--- src/hw/rtl/sha1_message_digest_assert.svh ---
`ifndef SHA1_MESSAGE_DIGEST_ASSERT_SVH
`define SHA1_MESSAGE_DIGEST_ASSERT_SVH

// Checks that a condition implies a consequence in the same cycle.
`define SMD_ASSERT_IMPL(label, clk, rst, cond, cons, msg) \
   label: assert property (@(posedge clk) disable iff (rst) (cond) |-> (cons)) \
      else $error(msg);

// Checks that a condition implies a consequence in the next cycle.
`define SMD_ASSERT_NEXT(label, clk, rst, cond, cons, msg) \
   label: assert property (@(posedge clk) disable iff (rst) (cond) |=> (cons)) \
      else $error(msg);

`endif

--- src/hw/rtl/smd_pkg.sv ---
package smd_pkg;

   typedef enum logic [2:0] {
      ST_IDLE,
      ST_PAD,
      ST_ROUND,
      ST_FOLD,
      ST_EMIT
   } state_type;

   typedef enum logic [1:0] {
      LOAD_NONE,
      LOAD_BYTE,
      LOAD_PAD
   } load_type;

   typedef struct packed {
      load_type   load;
      logic       start_rounds;
      logic       round_step;
      logic       fold;
      logic       emit_step;
      logic       msg_clear;
   } cmd_type;

   typedef struct packed {
      logic       chunk_full;
      logic       pad_done;
      logic       rounds_done;
      logic       emit_last;
   } status_type;

   localparam logic [31:0] H0 = 32'h67452301;
   localparam logic [31:0] H1 = 32'hEFCDAB89;
   localparam logic [31:0] H2 = 32'h98BADCFE;
   localparam logic [31:0] H3 = 32'h10325476;
   localparam logic [31:0] H4 = 32'hC3D2E1F0;
   localparam logic [31:0] K0 = 32'h5A827999;
   localparam logic [31:0] K1 = 32'h6ED9EBA1;
   localparam logic [31:0] K2 = 32'h8F1BBCDC;
   localparam logic [31:0] K3 = 32'hCA62C1D6;
   localparam logic [7:0]  PAD_BYTE = 8'h80;
   localparam logic [6:0]  LAST_ROUND = 7'd79;
   localparam logic [5:0]  LEN_POS = 6'd56;

   function automatic logic [7:0] hex_char(input logic [3:0] nib);
      logic [7:0] ch;
      if (nib < 4'd10) begin
         ch = 8'h30 + {4'h0, nib};
      end else begin
         ch = 8'h37 + {4'h0, nib};
      end
      return ch;
   endfunction

endpackage

--- src/hw/rtl/smd_if.sv ---
interface smd_req_if;
   logic       valid;
   logic       ready;
   logic [7:0] msg_byte;
   logic       byte_present;
   logic       end_of_message;
   modport source (output valid, msg_byte, byte_present, end_of_message, input ready);
   modport sink   (input valid, msg_byte, byte_present, end_of_message, output ready);
endinterface

interface smd_rsp_if;
   logic       valid;
   logic       ready;
   logic [7:0] digest_byte;
   logic       digest_last;
   modport source (output valid, digest_byte, digest_last, input ready);
   modport sink   (input valid, digest_byte, digest_last, output ready);
endinterface

interface smd_csr_if;
   logic valid;
   logic ready;
   logic hex_output;
   modport source (output valid, hex_output, input ready);
   modport sink   (input valid, hex_output, output ready);
endinterface

--- src/hw/rtl/smd_datapath.sv ---
module smd_datapath (
   input  logic                clock,
   input  logic                reset,
   input  smd_pkg::cmd_type    cmd,
   input  logic [7:0]          in_byte,
   input  logic                hex_mode,
   output smd_pkg::status_type status,
   output logic [7:0]          out_byte
);
   import smd_pkg::*;

   logic [31:0] w_ff [16];
   logic [31:0] h_ff [5];
   logic [31:0] h_in [5];
   logic [31:0] a_ff, b_ff, c_ff, d_ff, e_ff;
   logic [60:0] count_ff;
   logic [5:0]  pos_ff;
   logic [6:0]  round_ff;
   logic [5:0]  emit_ff;
   logic        second_ff;
   logic        pad_done_ff;
   logic        pad_two;
   logic [31:0] f_val, k_val, wi, wnew, t_val;
   logic [7:0]  load_val;
   logic [63:0] bits;
   logic [31:0] sel_word;
   logic [2:0]  widx;

   assign bits = {count_ff, 3'b000};

   // pad_two: the marker byte did not leave room for the length in this chunk.
   assign pad_two = !second_ff && (count_ff[5:0] >= LEN_POS);

   always_comb begin
      if (round_ff < 7'd20) begin
         f_val = (b_ff & c_ff) ^ (~b_ff & d_ff);
         k_val = K0;
      end else if (round_ff < 7'd40) begin
         f_val = b_ff ^ c_ff ^ d_ff;
         k_val = K1;
      end else if (round_ff < 7'd60) begin
         f_val = (b_ff & c_ff) ^ (b_ff & d_ff) ^ (c_ff & d_ff);
         k_val = K2;
      end else begin
         f_val = b_ff ^ c_ff ^ d_ff;
         k_val = K3;
      end
      wnew = w_ff[13] ^ w_ff[8] ^ w_ff[2] ^ w_ff[0];
      wnew = {wnew[30:0], wnew[31]};
      wi = (round_ff < 7'd16) ? w_ff[0] : wnew;
      t_val = {a_ff[26:0], a_ff[31:27]} + f_val + e_ff + k_val + wi;
   end

   always_comb begin
      load_val = (cmd.load == LOAD_BYTE) ? in_byte : 8'h00;
      if (cmd.load == LOAD_PAD && pos_ff == count_ff[5:0] && !second_ff) begin
         load_val = PAD_BYTE;
      end
      if (cmd.load == LOAD_PAD && pos_ff >= LEN_POS && !pad_two) begin
         load_val = bits[8'd63 - {2'b00, pos_ff - LEN_POS, 3'b000} -: 8];
      end
   end

   // Window rotates by one word each round, so w_ff[0] is round word i for rounds below 16 and word i-16 after that.
   always_ff @(posedge clock) begin
      if (cmd.load != LOAD_NONE) begin
         w_ff[pos_ff[5:2]] <= {w_ff[pos_ff[5:2]][23:0], load_val};
      end else if (cmd.round_step) begin
         for (int i = 0; i < 15; i++) begin
            w_ff[i] <= w_ff[i + 1];
         end
         w_ff[15] <= wi;
      end
   end

   always_comb begin
      for (int i = 0; i < 5; i++) begin
         h_in[i] = h_ff[i];
      end
      if (cmd.fold) begin
         h_in[0] = h_ff[0] + a_ff;
         h_in[1] = h_ff[1] + b_ff;
         h_in[2] = h_ff[2] + c_ff;
         h_in[3] = h_ff[3] + d_ff;
         h_in[4] = h_ff[4] + e_ff;
      end
      if (cmd.msg_clear) begin
         h_in[0] = H0;
         h_in[1] = H1;
         h_in[2] = H2;
         h_in[3] = H3;
         h_in[4] = H4;
      end
   end

   always_ff @(posedge clock) begin
      if (reset) begin
         h_ff[0] <= H0;
         h_ff[1] <= H1;
         h_ff[2] <= H2;
         h_ff[3] <= H3;
         h_ff[4] <= H4;
         count_ff <= '0;
         pos_ff <= '0;
         round_ff <= '0;
         emit_ff <= '0;
         second_ff <= 1'b0;
         pad_done_ff <= 1'b0;
      end else begin
         h_ff <= h_in;
         if (cmd.load == LOAD_BYTE) begin
            count_ff <= count_ff + 61'd1;
         end
         if (cmd.load != LOAD_NONE) begin
            pos_ff <= pos_ff + 6'd1;
            if (pos_ff == 6'd63) begin
               second_ff <= second_ff | (cmd.load == LOAD_PAD);
               if (cmd.load == LOAD_PAD && !pad_two) begin
                  pad_done_ff <= 1'b1;
               end
            end
         end
         if (cmd.start_rounds) begin
            round_ff <= '0;
         end else if (cmd.round_step) begin
            round_ff <= round_ff + 7'd1;
         end
         if (cmd.emit_step) begin
            emit_ff <= status.emit_last ? 6'd0 : emit_ff + 6'd1;
         end
         if (cmd.msg_clear) begin
            count_ff <= '0;
            pos_ff <= '0;
            second_ff <= 1'b0;
            pad_done_ff <= 1'b0;
         end
      end
   end

   always_ff @(posedge clock) begin
      if (cmd.start_rounds) begin
         a_ff <= h_ff[0];
         b_ff <= h_ff[1];
         c_ff <= h_ff[2];
         d_ff <= h_ff[3];
         e_ff <= h_ff[4];
      end else if (cmd.round_step) begin
         e_ff <= d_ff;
         d_ff <= c_ff;
         c_ff <= {b_ff[1:0], b_ff[31:2]};
         b_ff <= a_ff;
         a_ff <= t_val;
      end
   end

   // pad_done: the chunk carrying the length has been loaded.
   always_comb begin
      status.chunk_full = (pos_ff == 6'd63);
      status.pad_done = pad_done_ff;
      status.rounds_done = (round_ff == LAST_ROUND);
      status.emit_last = hex_mode ? (emit_ff == 6'd39) : (emit_ff == 6'd19);
      widx = hex_mode ? emit_ff[5:3] : 3'(emit_ff[4:2]);
      sel_word = h_ff[0];
      case (widx)
         3'd1:    sel_word = h_ff[1];
         3'd2:    sel_word = h_ff[2];
         3'd3:    sel_word = h_ff[3];
         3'd4:    sel_word = h_ff[4];
         default: sel_word = h_ff[0];
      endcase
      if (hex_mode) begin
         out_byte = hex_char(sel_word[5'd28 - {emit_ff[2:0], 2'b00} +: 4]);
      end else begin
         out_byte = sel_word[5'd24 - {emit_ff[1:0], 3'b000} +: 8];
      end
   end

endmodule

--- src/hw/rtl/smd_control.sv ---
module smd_control (
   input  logic                clock,
   input  logic                reset,
   input  logic                req_fire,
   input  logic                req_present,
   input  logic                req_end,
   input  logic                out_free,
   input  smd_pkg::status_type status,
   output smd_pkg::cmd_type    cmd,
   output logic                req_ready,
   output logic                emit_valid,
   output logic                csr_ready
);
   import smd_pkg::*;

   state_type state_ff, state_in;
   logic      final_ff, final_in;

   always_comb begin
      state_in = state_ff;
      final_in = final_ff;
      case (state_ff)
         ST_IDLE: begin
            if (req_fire) begin
               final_in = req_end;
               if (req_present && status.chunk_full) begin
                  state_in = ST_ROUND;
               end else if (req_end) begin
                  state_in = ST_PAD;
               end
            end
         end
         ST_PAD: begin
            if (status.chunk_full) begin
               state_in = ST_ROUND;
            end
         end
         ST_ROUND: begin
            if (status.rounds_done) begin
               state_in = ST_FOLD;
            end
         end
         ST_FOLD: begin
            if (!final_ff) begin
               state_in = ST_IDLE;
            end else if (!status.pad_done) begin
               state_in = ST_PAD;
            end else begin
               state_in = ST_EMIT;
            end
         end
         ST_EMIT: begin
            if (out_free && status.emit_last) begin
               state_in = ST_IDLE;
               final_in = 1'b0;
            end
         end
         default: state_in = ST_IDLE;
      endcase
   end

   always_comb begin
      cmd = '0;
      cmd.load = LOAD_NONE;
      req_ready = 1'b0;
      emit_valid = 1'b0;
      csr_ready = 1'b0;
      case (state_ff)
         ST_IDLE: begin
            req_ready = 1'b1;
            csr_ready = 1'b1;
            if (req_fire && req_present) begin
               cmd.load = LOAD_BYTE;
            end
            cmd.start_rounds = req_fire && req_present && status.chunk_full;
         end
         ST_PAD: begin
            cmd.load = LOAD_PAD;
            cmd.start_rounds = status.chunk_full;
         end
         ST_ROUND: cmd.round_step = 1'b1;
         ST_FOLD: cmd.fold = 1'b1;
         ST_EMIT: begin
            emit_valid = 1'b1;
            cmd.emit_step = out_free;
            cmd.msg_clear = out_free && status.emit_last;
         end
         default: cmd = '0;
      endcase
   end

   always_ff @(posedge clock) begin
      if (reset) begin
         state_ff <= ST_IDLE;
         final_ff <= 1'b0;
      end else begin
         state_ff <= state_in;
         final_ff <= final_in;
      end
   end

   `include "sha1_message_digest_assert.svh"
   `SMD_ASSERT_IMPL(a_ready_idle, clock, reset, req_ready, state_ff == ST_IDLE, "ready outside idle")
   `SMD_ASSERT_NEXT(a_round_fold, clock, reset, state_ff == ST_ROUND && status.rounds_done, state_ff == ST_FOLD, "rounds did not fold")
   `SMD_ASSERT_IMPL(a_emit_only, clock, reset, emit_valid, state_ff == ST_EMIT && final_ff, "emit without end")

endmodule

--- src/hw/rtl/sha1_message_digest.sv ---
// SHA-1 hasher taking one message byte per item; an item with end_of_message closes the
// message and the block then returns 20 digest bytes (or 40 uppercase hex characters).
// Each data byte is loaded as it is taken, except that the byte closing each 64-byte chunk
// also starts the 80 rounds, run one per cycle on a single round unit, and then a fold of
// the result into the hash state. Closing a message adds a padding pass that fills the rest
// of the chunk one byte per cycle, followed by rounds and fold, once or twice, before the
// digest streams out, one item per cycle unless the receiver holds off rsp.ready.
// Requests and register writes are taken only while no chunk is in work.
module sha1_message_digest (
   input logic      clock,
   input logic      reset,
   smd_req_if.sink  req,
   smd_rsp_if.source rsp,
   smd_csr_if.sink  csr
);
   import smd_pkg::*;

   cmd_type    cmd;
   status_type status;
   logic       hex_ff;
   logic       emit_valid;
   logic [7:0] emit_byte;
   logic       out_valid_ff;
   logic [7:0] out_byte_ff;
   logic       out_last_ff;
   logic       out_free;
   logic       req_ready;
   logic       csr_ready;

   assign out_free = !out_valid_ff || rsp.ready;
   assign req.ready = req_ready;
   assign csr.ready = csr_ready;

   smd_control u_control (
      .clock       (clock),
      .reset       (reset),
      .req_fire    (req.valid && req_ready),
      .req_present (req.byte_present),
      .req_end     (req.end_of_message),
      .out_free    (out_free),
      .status      (status),
      .cmd         (cmd),
      .req_ready   (req_ready),
      .emit_valid  (emit_valid),
      .csr_ready   (csr_ready)
   );

   smd_datapath u_datapath (
      .clock    (clock),
      .reset    (reset),
      .cmd      (cmd),
      .in_byte  (req.msg_byte),
      .hex_mode (hex_ff),
      .status   (status),
      .out_byte (emit_byte)
   );

   always_ff @(posedge clock) begin
      if (reset) begin
         hex_ff <= 1'b0;
         out_valid_ff <= 1'b0;
      end else begin
         if (csr.valid && csr_ready) begin
            hex_ff <= csr.hex_output;
         end
         if (out_free) begin
            out_valid_ff <= emit_valid;
         end
      end
   end

   always_ff @(posedge clock) begin
      if (out_free && emit_valid) begin
         out_byte_ff <= emit_byte;
         out_last_ff <= status.emit_last;
      end
   end

   assign rsp.valid = out_valid_ff;
   assign rsp.digest_byte = out_byte_ff;
   assign rsp.digest_last = out_last_ff;

endmodule
--- src/flat_wrapper.sv ---
// flat-port wrapper written by rule: the top's interface ports become plain ports
module sha1_message_digest_flat import smd_pkg::*;
  (clock, reset, req_valid, req_msg_byte, req_byte_present, req_end_of_message, req_ready, rsp_valid, rsp_digest_byte, rsp_digest_last, rsp_ready, csr_valid, csr_hex_output, csr_ready);
  smd_req_if req_i ();
  smd_rsp_if rsp_i ();
  smd_csr_if csr_i ();
  input logic clock;
  input logic reset;
  input wire logic [$bits(req_i.valid)-1:0] req_valid;
  input wire logic [$bits(req_i.msg_byte)-1:0] req_msg_byte;
  input wire logic [$bits(req_i.byte_present)-1:0] req_byte_present;
  input wire logic [$bits(req_i.end_of_message)-1:0] req_end_of_message;
  output wire logic [$bits(req_i.ready)-1:0] req_ready;
  output wire logic [$bits(rsp_i.valid)-1:0] rsp_valid;
  output wire logic [$bits(rsp_i.digest_byte)-1:0] rsp_digest_byte;
  output wire logic [$bits(rsp_i.digest_last)-1:0] rsp_digest_last;
  input wire logic [$bits(rsp_i.ready)-1:0] rsp_ready;
  input wire logic [$bits(csr_i.valid)-1:0] csr_valid;
  input wire logic [$bits(csr_i.hex_output)-1:0] csr_hex_output;
  output wire logic [$bits(csr_i.ready)-1:0] csr_ready;
  assign req_i.valid = req_valid;
  assign req_i.msg_byte = req_msg_byte;
  assign req_i.byte_present = req_byte_present;
  assign req_i.end_of_message = req_end_of_message;
  assign req_ready = req_i.ready;
  assign rsp_valid = rsp_i.valid;
  assign rsp_digest_byte = rsp_i.digest_byte;
  assign rsp_digest_last = rsp_i.digest_last;
  assign rsp_i.ready = rsp_ready;
  assign csr_i.valid = csr_valid;
  assign csr_i.hex_output = csr_hex_output;
  assign csr_ready = csr_i.ready;
  sha1_message_digest u_core (.clock(clock), .reset(reset), .req(req_i), .rsp(rsp_i), .csr(csr_i));
endmodule
--- config.mk ---
export PLATFORM = sky130hd
export DESIGN_NAME = sha1_message_digest_flat
export DESIGN_NICKNAME = d
export VERILOG_FILES = /design/src/hw/rtl/smd_pkg.sv /design/src/hw/rtl/smd_if.sv /design/src/hw/rtl/smd_datapath.sv /design/src/hw/rtl/smd_control.sv /design/src/hw/rtl/sha1_message_digest.sv /design/src/flat_wrapper.sv
export VERILOG_INCLUDE_DIRS = /design/src /design/src/hw/rtl
export SDC_FILE = /design/constraint.sdc
export NUM_CORES = 2
export LEC_CHECK = 0
export ABC_AREA = 0
export ABC_CLOCK_PERIOD_IN_PS = 11000
export BUFFER_PORTS_ARGS = -buffer_cell sky130_fd_sc_hd__buf_2
export CORE_UTILIZATION = 35
export CTS_BUF_LIST = sky130_fd_sc_hd__clkbuf_4 sky130_fd_sc_hd__clkbuf_8 sky130_fd_sc_hd__clkbuf_16
export CTS_CLUSTER_DIAMETER = 50
export DETAILED_ROUTE_END_ITERATION = 8
export PLACE_DENSITY_LB_ADDON = 0.3
export SYNTH_ARGS = -nofsm -noshare
export SYNTH_HDL_FRONTEND = slang
export SYNTH_SLANG_ARGS = --single-unit
--- constraint.sdc ---
create_clock -name clock -period 11 [get_ports clock]
set_input_delay 2.2 -clock clock [delete_from_list [all_inputs] [get_ports clock]]
set_output_delay 2.2 -clock clock [all_outputs]
set_load 0.1 [all_outputs]
### After elaboration in Yosys (flattened, before gate mapping)

Memories as Yosys holds them, arrays and structs flattened. A register that Yosys moved wholly into a read port is not among the register bits.
Cells that the tools add are included.

* flip-flop bits (word level): 417
* memory bits (writable): 512
* output and inout bits: 12
* logic and storage cells: 169
* memories kept: 1

* add/sub/neg operators: 19
* $lt $le $gt $ge: 7
* equality and inequality tests: 20
* shifts and indexed selects: 3
* multiplexer cells: 55
* bitwise gates (word level): 14
* reductions and logical operators: 28

Memories
* u_core.u_datapath.w_ff: words 16, bits a word 32, rd ports 17, clocked after memory_dff 1, write ports 16, line smd_datapath.sv:12 `logic [31:0] w_ff [16];`

Operator list (number)
* $mux W32: 17
* $add A32 B32 Y32: 9
* $xor A32 B32 Y32: 8
* $and A32 B32 Y32: 4
* $pmux W32 S4: 1
* $shiftx A71 B12 Y8: 1
* $add A61 B1 Y61 const B: 1
* $mux W8: 4
* $not A32 Y32: 1
* $reduce_or A32 Y1: 1
* $shiftx A32 B6 Y4: 1
* $shiftx A32 B6 Y8: 1
* $mux W31: 1
* $mux W3: 9
* $pmux W3 S5: 1
* $add A6 B4 Y7 const A: 2
* $lt A7 B5 Y1 const B: 2
* $lt A7 B6 Y1 const B: 2
* $mux W1: 14
* $logic_and A1 B1 Y1: 13
* $add A6 B1 Y6 const B: 2
* $eq A3 B2 Y1 const B: 4
* $eq A6 B6 Y1 const B: 2
* $ge A6 B6 Y1 const B: 2
* other kinds (30): 43

### Logic depth before layout (Yosys ltp)

* depth in word-level cells: 12
* gate-level depth with buffers: 25
* gate-level depth less buffers: 24

### By module

From an unflattened synthesis, not the netlist that was laid out.

* cell total of the unflattened synthesis: 4894
* area total of the unflattened synthesis: 55026.5 um2

By module, submodules not included
* smd_datapath: times used 1, cells an instance 4836, area each 54327.1 um2
* sha1_message_digest: times used 1, cells an instance 19, area each 369.1 um2
* smd_control: times used 1, cells an instance 39, area each 330.3 um2

### Worst setup path after synthesis

OpenSTA, ideal clock, no wires.

* path kind: input -> register
* start point: input req_valid
* end point: register u_core.u_datapath.a_ff[0], enable pin
* library setup time: 1.322 ns
* data arrival time: 5.836 ns
* data required time: 9.678 ns
* setup slack: 3.842 ns
* cell stages on the path: 6
* cells stage by stage: nand3_4 -> nand2_1 -> nand3_1 -> clkbuf_1 -> clkbuf_1 -> nand2_1

* word-level cells in the longest chain between the ends: 5

Ends and longest elaborated chain
* start, declared: line flat_wrapper.sv:9 `input wire logic [$bits(req_i.valid)-1:0] req_valid;`
* $logic_and A1 B1 Y1: line sha1_message_digest.sv:37 `.req_fire (req.valid && req_ready),`
* $logic_and A1 B1 Y1 (2 in series): line smd_control.sv:75 `cmd.start_rounds = req_fire && req_present && status.chunk_full;`
* $pmux W3 S2: line smd_control.sv:68 `case (state_ff)`
* $reduce_bool A2 Y1 (no line)
* end signal, assigned: line smd_datapath.sv:142 `a_ff <= h_ff[0];`
* end signal, assigned: line smd_datapath.sv:152 `a_ff <= t_val;`
* end, declared: line smd_datapath.sv:15 `logic [31:0] a_ff, b_ff, c_ff, d_ff, e_ff;`

No other way between the ends.
A chain may end at the register's enable or synchronous reset.

### Worst setup path in the final report

* start point: register u_core.u_datapath.round_ff[4]
* end point: register u_core.u_datapath.a_ff[30] (data pin)

* word-level cells in the longest chain between the ends: 10
* elaborated cells between the ends (all ways): 17

Ends and longest elaborated chain
* start, declared: line smd_datapath.sv:18 `logic [6:0] round_ff;`
* start signal, assigned: line smd_datapath.sv:126 `round_ff <= round_ff + 7'd1;`
* $lt A7 B6 Y1: line smd_datapath.sv:41 `end else if (round_ff < 7'd60) begin`
* $mux W32: line smd_datapath.sv:41
* $mux W32: line smd_datapath.sv:38 `end else if (round_ff < 7'd40) begin`
* $mux W32: line smd_datapath.sv:35 `if (round_ff < 7'd20) begin`
* $add A32 B32 Y32 (3 in series): line smd_datapath.sv:51 `t_val = {a_ff[26:0], a_ff[31:27]} + f_val + e_ff + k_val + wi;`
* $add A32 B32 Y32 *: line smd_datapath.sv:51
* $mux W32 *: line smd_datapath.sv:147 `end else if (cmd.round_step) begin`
* $mux W32 *: line smd_datapath.sv:141 `if (cmd.start_rounds) begin`

Mark *: on every way between the ends. The rest lies on a longest branch, timed or not. The select of a mux whose other input is x is not followed.

==> results.py <==
metrics = {
    "clock_tree": {
        "clkSinkCount": 933,
        "clk_pin_slew_worst_paths_ps": 60,
        "hold_buffers": 0,
        "cts-resized-gates": 0,
        "clockBufferDepth": 3,
        "post_cts.repair.setup_buffers": 0,
        "clk_latency_ps": 790,
        "cts_tree": "built",
        "cts_made_buffers": 130,
        "root_buffer": "clkbuf_16",
        "htree_levels": 4,
    },
    "setup_path": {
        "arrival_ps": 7830,
        "start_kind": "flip-flop",
        "worstSetupStartpoint": "u_core.u_datapath.round_ff[4]",
        "r2r-end": "u_core.u_datapath.a_ff[30]",
        "path_max_fanout": 20,
        "critical_path_class": "reg -> reg",
        "worstReg2RegStart": "u_core.u_datapath.round_ff[4]",
        "rr_worst_depth": 23,
        "reg2reg_slack_ps": 3640,
        "cp_data_required_time_ps": 11470,
        "crit_path_end": "u_core.u_datapath.a_ff[30]",
        "critPathCaptureType": "flip-flop",
    },
    "grt": {
        "grt_pass1_wl_um": 257200,
        "grt_pass1_vias": 39762,
        "grt_max_degree": 244,
        "grt-ovfl-total": 0,
        "antenna_found_initial": 5,
        "track_usage": 0.2116,
    },
    "synth": {
        "synth_edf_count": 681,
        "synth_area_leaders": "edfxtp_1, dfxtp_1, a21o_1, mux4_2, nand2_1",
        "synth_top_family_by_area": "compound AO/OA/AOI/OAI gates",
        "yosysWarnings": 0,
        "synth.ff_latch_count": 933,
        "synthXorXnorAreaFrac": 0.05081,
        "synth_fa_ha_area_frac": 0.08995,
        "synth_async_sr_flop_share": 0,
        "syn_nets": 5522,
        "ys.flop_type": "edfxtp_1",
        "avgSynthCellArea_um2": 10.71,
        "yosysTopAreaCell": "edfxtp_1",
        "yosys.area.top_type_share": 0.3685,
        "yosysSeqAreaShare": 0.4594,
        "synthMuxAreaShare": 0.06195,
        "synth-compound-area-share": 0.1902,
        "synth_cells": 5182,
        "synth-simple-area-share": 0.1068,
        "synth_area_um2": 55500,
        "post_synth_num_cell_types": 106,
    },
    "timing": {
        "rsz0062_at_grt": "false",
        "fin_skew_ps": 54.50,
        "period_share": 0.6692,
        "worstMarginPinSlew_ps": 1302,
        "min_period_ps": 7361,
        "max_freq_mhz": 135.8,
        "finalSetupTns_ps": 0,
        "setup_viol": 0,
        "hold_violations": 0,
        "relSlewSlack": 0.1323,
        "layout_setup_ws_ps": 3639,
        "slew_violations": 0,
    },
    "routing": {
        "post-route-drc-count": 0,
        "first_pass_iters": 6,
        "ant_nets": 0,
        "detail_route.wl_per_cell_um": 23.80,
        "finalWirelength_um": 172800,
        "drt_iter0_markers": 3732,
        "num_vias": 40968,
        "viasPerCell": 5.642,
    },
    "power": {
        "p_switching_mw": 6.917,
        "seqPwrFrac": 0.308,
        "power-per-cell-area_nw_per_um2": 288.6,
        "intPower_mw": 11.04,
        "leakage_nw": 25.66,
        "netSwitchingFraction": 0.3852,
        "p_clk_frac": 0.242,
        "pwr-share-comb": 0.449,
        "ir_drop_v": 0.0002301,
    },
    "worst_hold_path": {
        "worstHoldStart": "u_core.u_datapath.round_ff[1]",
        "hold_class": "reg -> reg",
    },
    "floorplan": {
        "dieArea_um2": 160200,
        "die-height_um": 400.2,
        "initial_core_util": 0.3541,
        "num_rows": 145,
        "core-area_um2": 156800,
        "io_pins": 28,
        "dieWidth_um": 400.2,
    },
    "place": {
        "port_buffers": 27,
        "place_ws_ps": 3760,
        "routabilityCongestion": 0.9416,
        "dp_hpwl_um": 116000,
    },
    "final_layout": {
        "fillers": 15221,
        "post-route-util": 0.3969,
        "diodes": 0,
        "syn_to_final_growth_pct": 12.11,
        "layout-drive-gt1-share": 0.1072,
        "fin_nets": 5440,
    },
    "status": {
        "status": "finished, final reports clean",
    },
    "run": {
        "cap_violations": 0,
    },
}
[worst min-delay path by stage]
stage | endpoint | slack (ps) | cells after the start
floorplan | u_core.u_datapath.round_ff[1] | 450 | 2
global placement | u_core.u_datapath.round_ff[1] | 470 | 2
detailed placement | u_core.u_datapath.round_ff[1] | 480 | 2
CTS | u_core.u_datapath.round_ff[1] | 480 | 2
global route | u_core.u_datapath.round_ff[1] | 510 | 2
finish | u_core.u_datapath.round_ff[1] | 490 | 2
[state kept, by name (all words and copies together), names as in the netlist, 32 cells and up, named ones only]
| register | flops |
|---|---|
| u_core.u_datapath.w_ff | 512 |
| u_core.u_datapath.h_ff | 160 |
| u_core.u_datapath.count_ff | 61 |
| u_core.u_datapath.a_ff | 32 |
| u_core.u_datapath.b_ff | 32 |
| u_core.u_datapath.c_ff | 32 |
| u_core.u_datapath.d_ff | 32 |
| u_core.u_datapath.e_ff | 32 |
[layout make-up]
type,count,area [um2],area share
Multi-Input combinational cell,3671,27980,0.4496
Clock inverter,78,932.1,0.01498
Tap cell,2058,2575,0.04138
Inverter,262,983.4,0.01581
Clock buffer,157,3527,0.05669
Timing Repair Buffer,102,723.2,0.01162
Sequential cell,933,25500,0.4099
[metrics by stage]
stage | std cells | power [mW] | hold WS [ps] | instance area (um2)
2_1_floorplan | 5182 | 11.52 | 453.7 | 55500
3_3_place_gp | 7026 | 13.51 | 466.7 | 57760
3_5_place_dp | 7026 | 13.61 | 476.2 | 57760
4_1_cts | 7261 | 18.01 | 484.6 | 62220
5_1_grt | 7261 | 19.04 | 510.8 | 62220
6_report | 7261 | 17.95 | 485.2 | 62220
[worst max-delay path, stage by stage, from the launching register on]
cell	delay, ps
dfxtp_1	500
a41oi_1	270
nand2_1	130
buf_4	330
clkinv_1	840
a221oi_1	660
fa_1	480
inv_1	80
fa_1	410
inv_1	90
fa_1	460
inv_1	80
ha_1	220
a21o_1	160
a21oi_1	230
o21ba_2	170
o21ai_0	180
a221oi_2	430
o21ai_1	130
a21oi_1	320
o211ai_1	290
a221oi_2	340
xor2_1	170
o21ai_1	70
[per-layer routing]
layer  vias to the layer above  global-route usage  part of all wire
met3                       300             0.03465             0.062
li1                      18644                   -                 -
met1                     20644              0.2919              0.45
met2                      1380              0.3374              0.46
met4                         0             0.06849             0.031
met5                         -                   0                 0
[synth_stat cells (125+ instances only)]
| cell | n |
|---|---|
| edfxtp_1 | 681 |
| nand2_1 | 676 |
| a21o_1 | 590 |
| a21oi_1 | 288 |
| nor2_1 | 259 |
| inv_1 | 257 |
| dfxtp_1 | 252 |
| clkbuf_1 | 246 |
| xnor2_1 | 210 |
| o21ai_0 | 202 |
| ha_1 | 199 |
| mux4_2 | 133 |
| fa_1 | 125 |
[power by group through the flow]
stage	logic [mW]	clock network, mW	registers, mW
2_1_floorplan	6.09	0	5.43
3_3_place_gp	7.92	0	5.58
3_5_place_dp	8.02	0	5.59
4_1_cts	8.07	4.42	5.53
5_1_grt	8.91	4.55	5.59
6_report	8.07	4.35	5.54
[cell usage in the layout, fill, tap and decap left out, types with 27 or more instances in the layout]
master | synthesis | routed
nor2b_1 | 44 | 44
dfxtp_1 | 252 | 249
ha_1 | 199 | 199
mux4_2 | 133 | 133
nand2b_1 | 34 | 34
nor3_1 | 40 | 39
and2_1 | 33 | 33
buf_2 | 49 | 27
nand2_1 | 676 | 674
o211ai_1 | 66 | 66
fa_1 | 125 | 125
a211oi_1 | 29 | 29
inv_1 | 257 | 257
o21ai_0 | 202 | 186
edfxtp_1 | 681 | 681
a21o_1 | 590 | 590
or3_1 | 34 | 34
o21bai_1 | 52 | 52
a21oi_1 | 288 | 287
nand3_1 | 80 | 79
a22oi_1 | 40 | 40
o21a_1 | 30 | 30
xnor2_1 | 210 | 210
nor2_1 | 259 | 256
clkbuf_16 | 0 | 133
xor2_1 | 112 | 112
mux2i_1 | 42 | 42
buf_4 | 6 | 73
[cell families (layout without fill, tap and decap cells)]
| logic type | Yosys count | after routing |
|---|---|---|
| flip-flops | 933 | 933 |
| adder cells (fa/ha/maj) | 324 | 324 |
| buffers and inverters | 578 | 599 |
| AND/OR/NAND/NOR | 1323 | 1323 |
| multiplexers | 177 | 177 |
| AO/OA/AOI/OAI | 1525 | 1525 |
| XOR/XNOR | 322 | 322 |
Note: power is estimated with default switching activity, not from simulation.
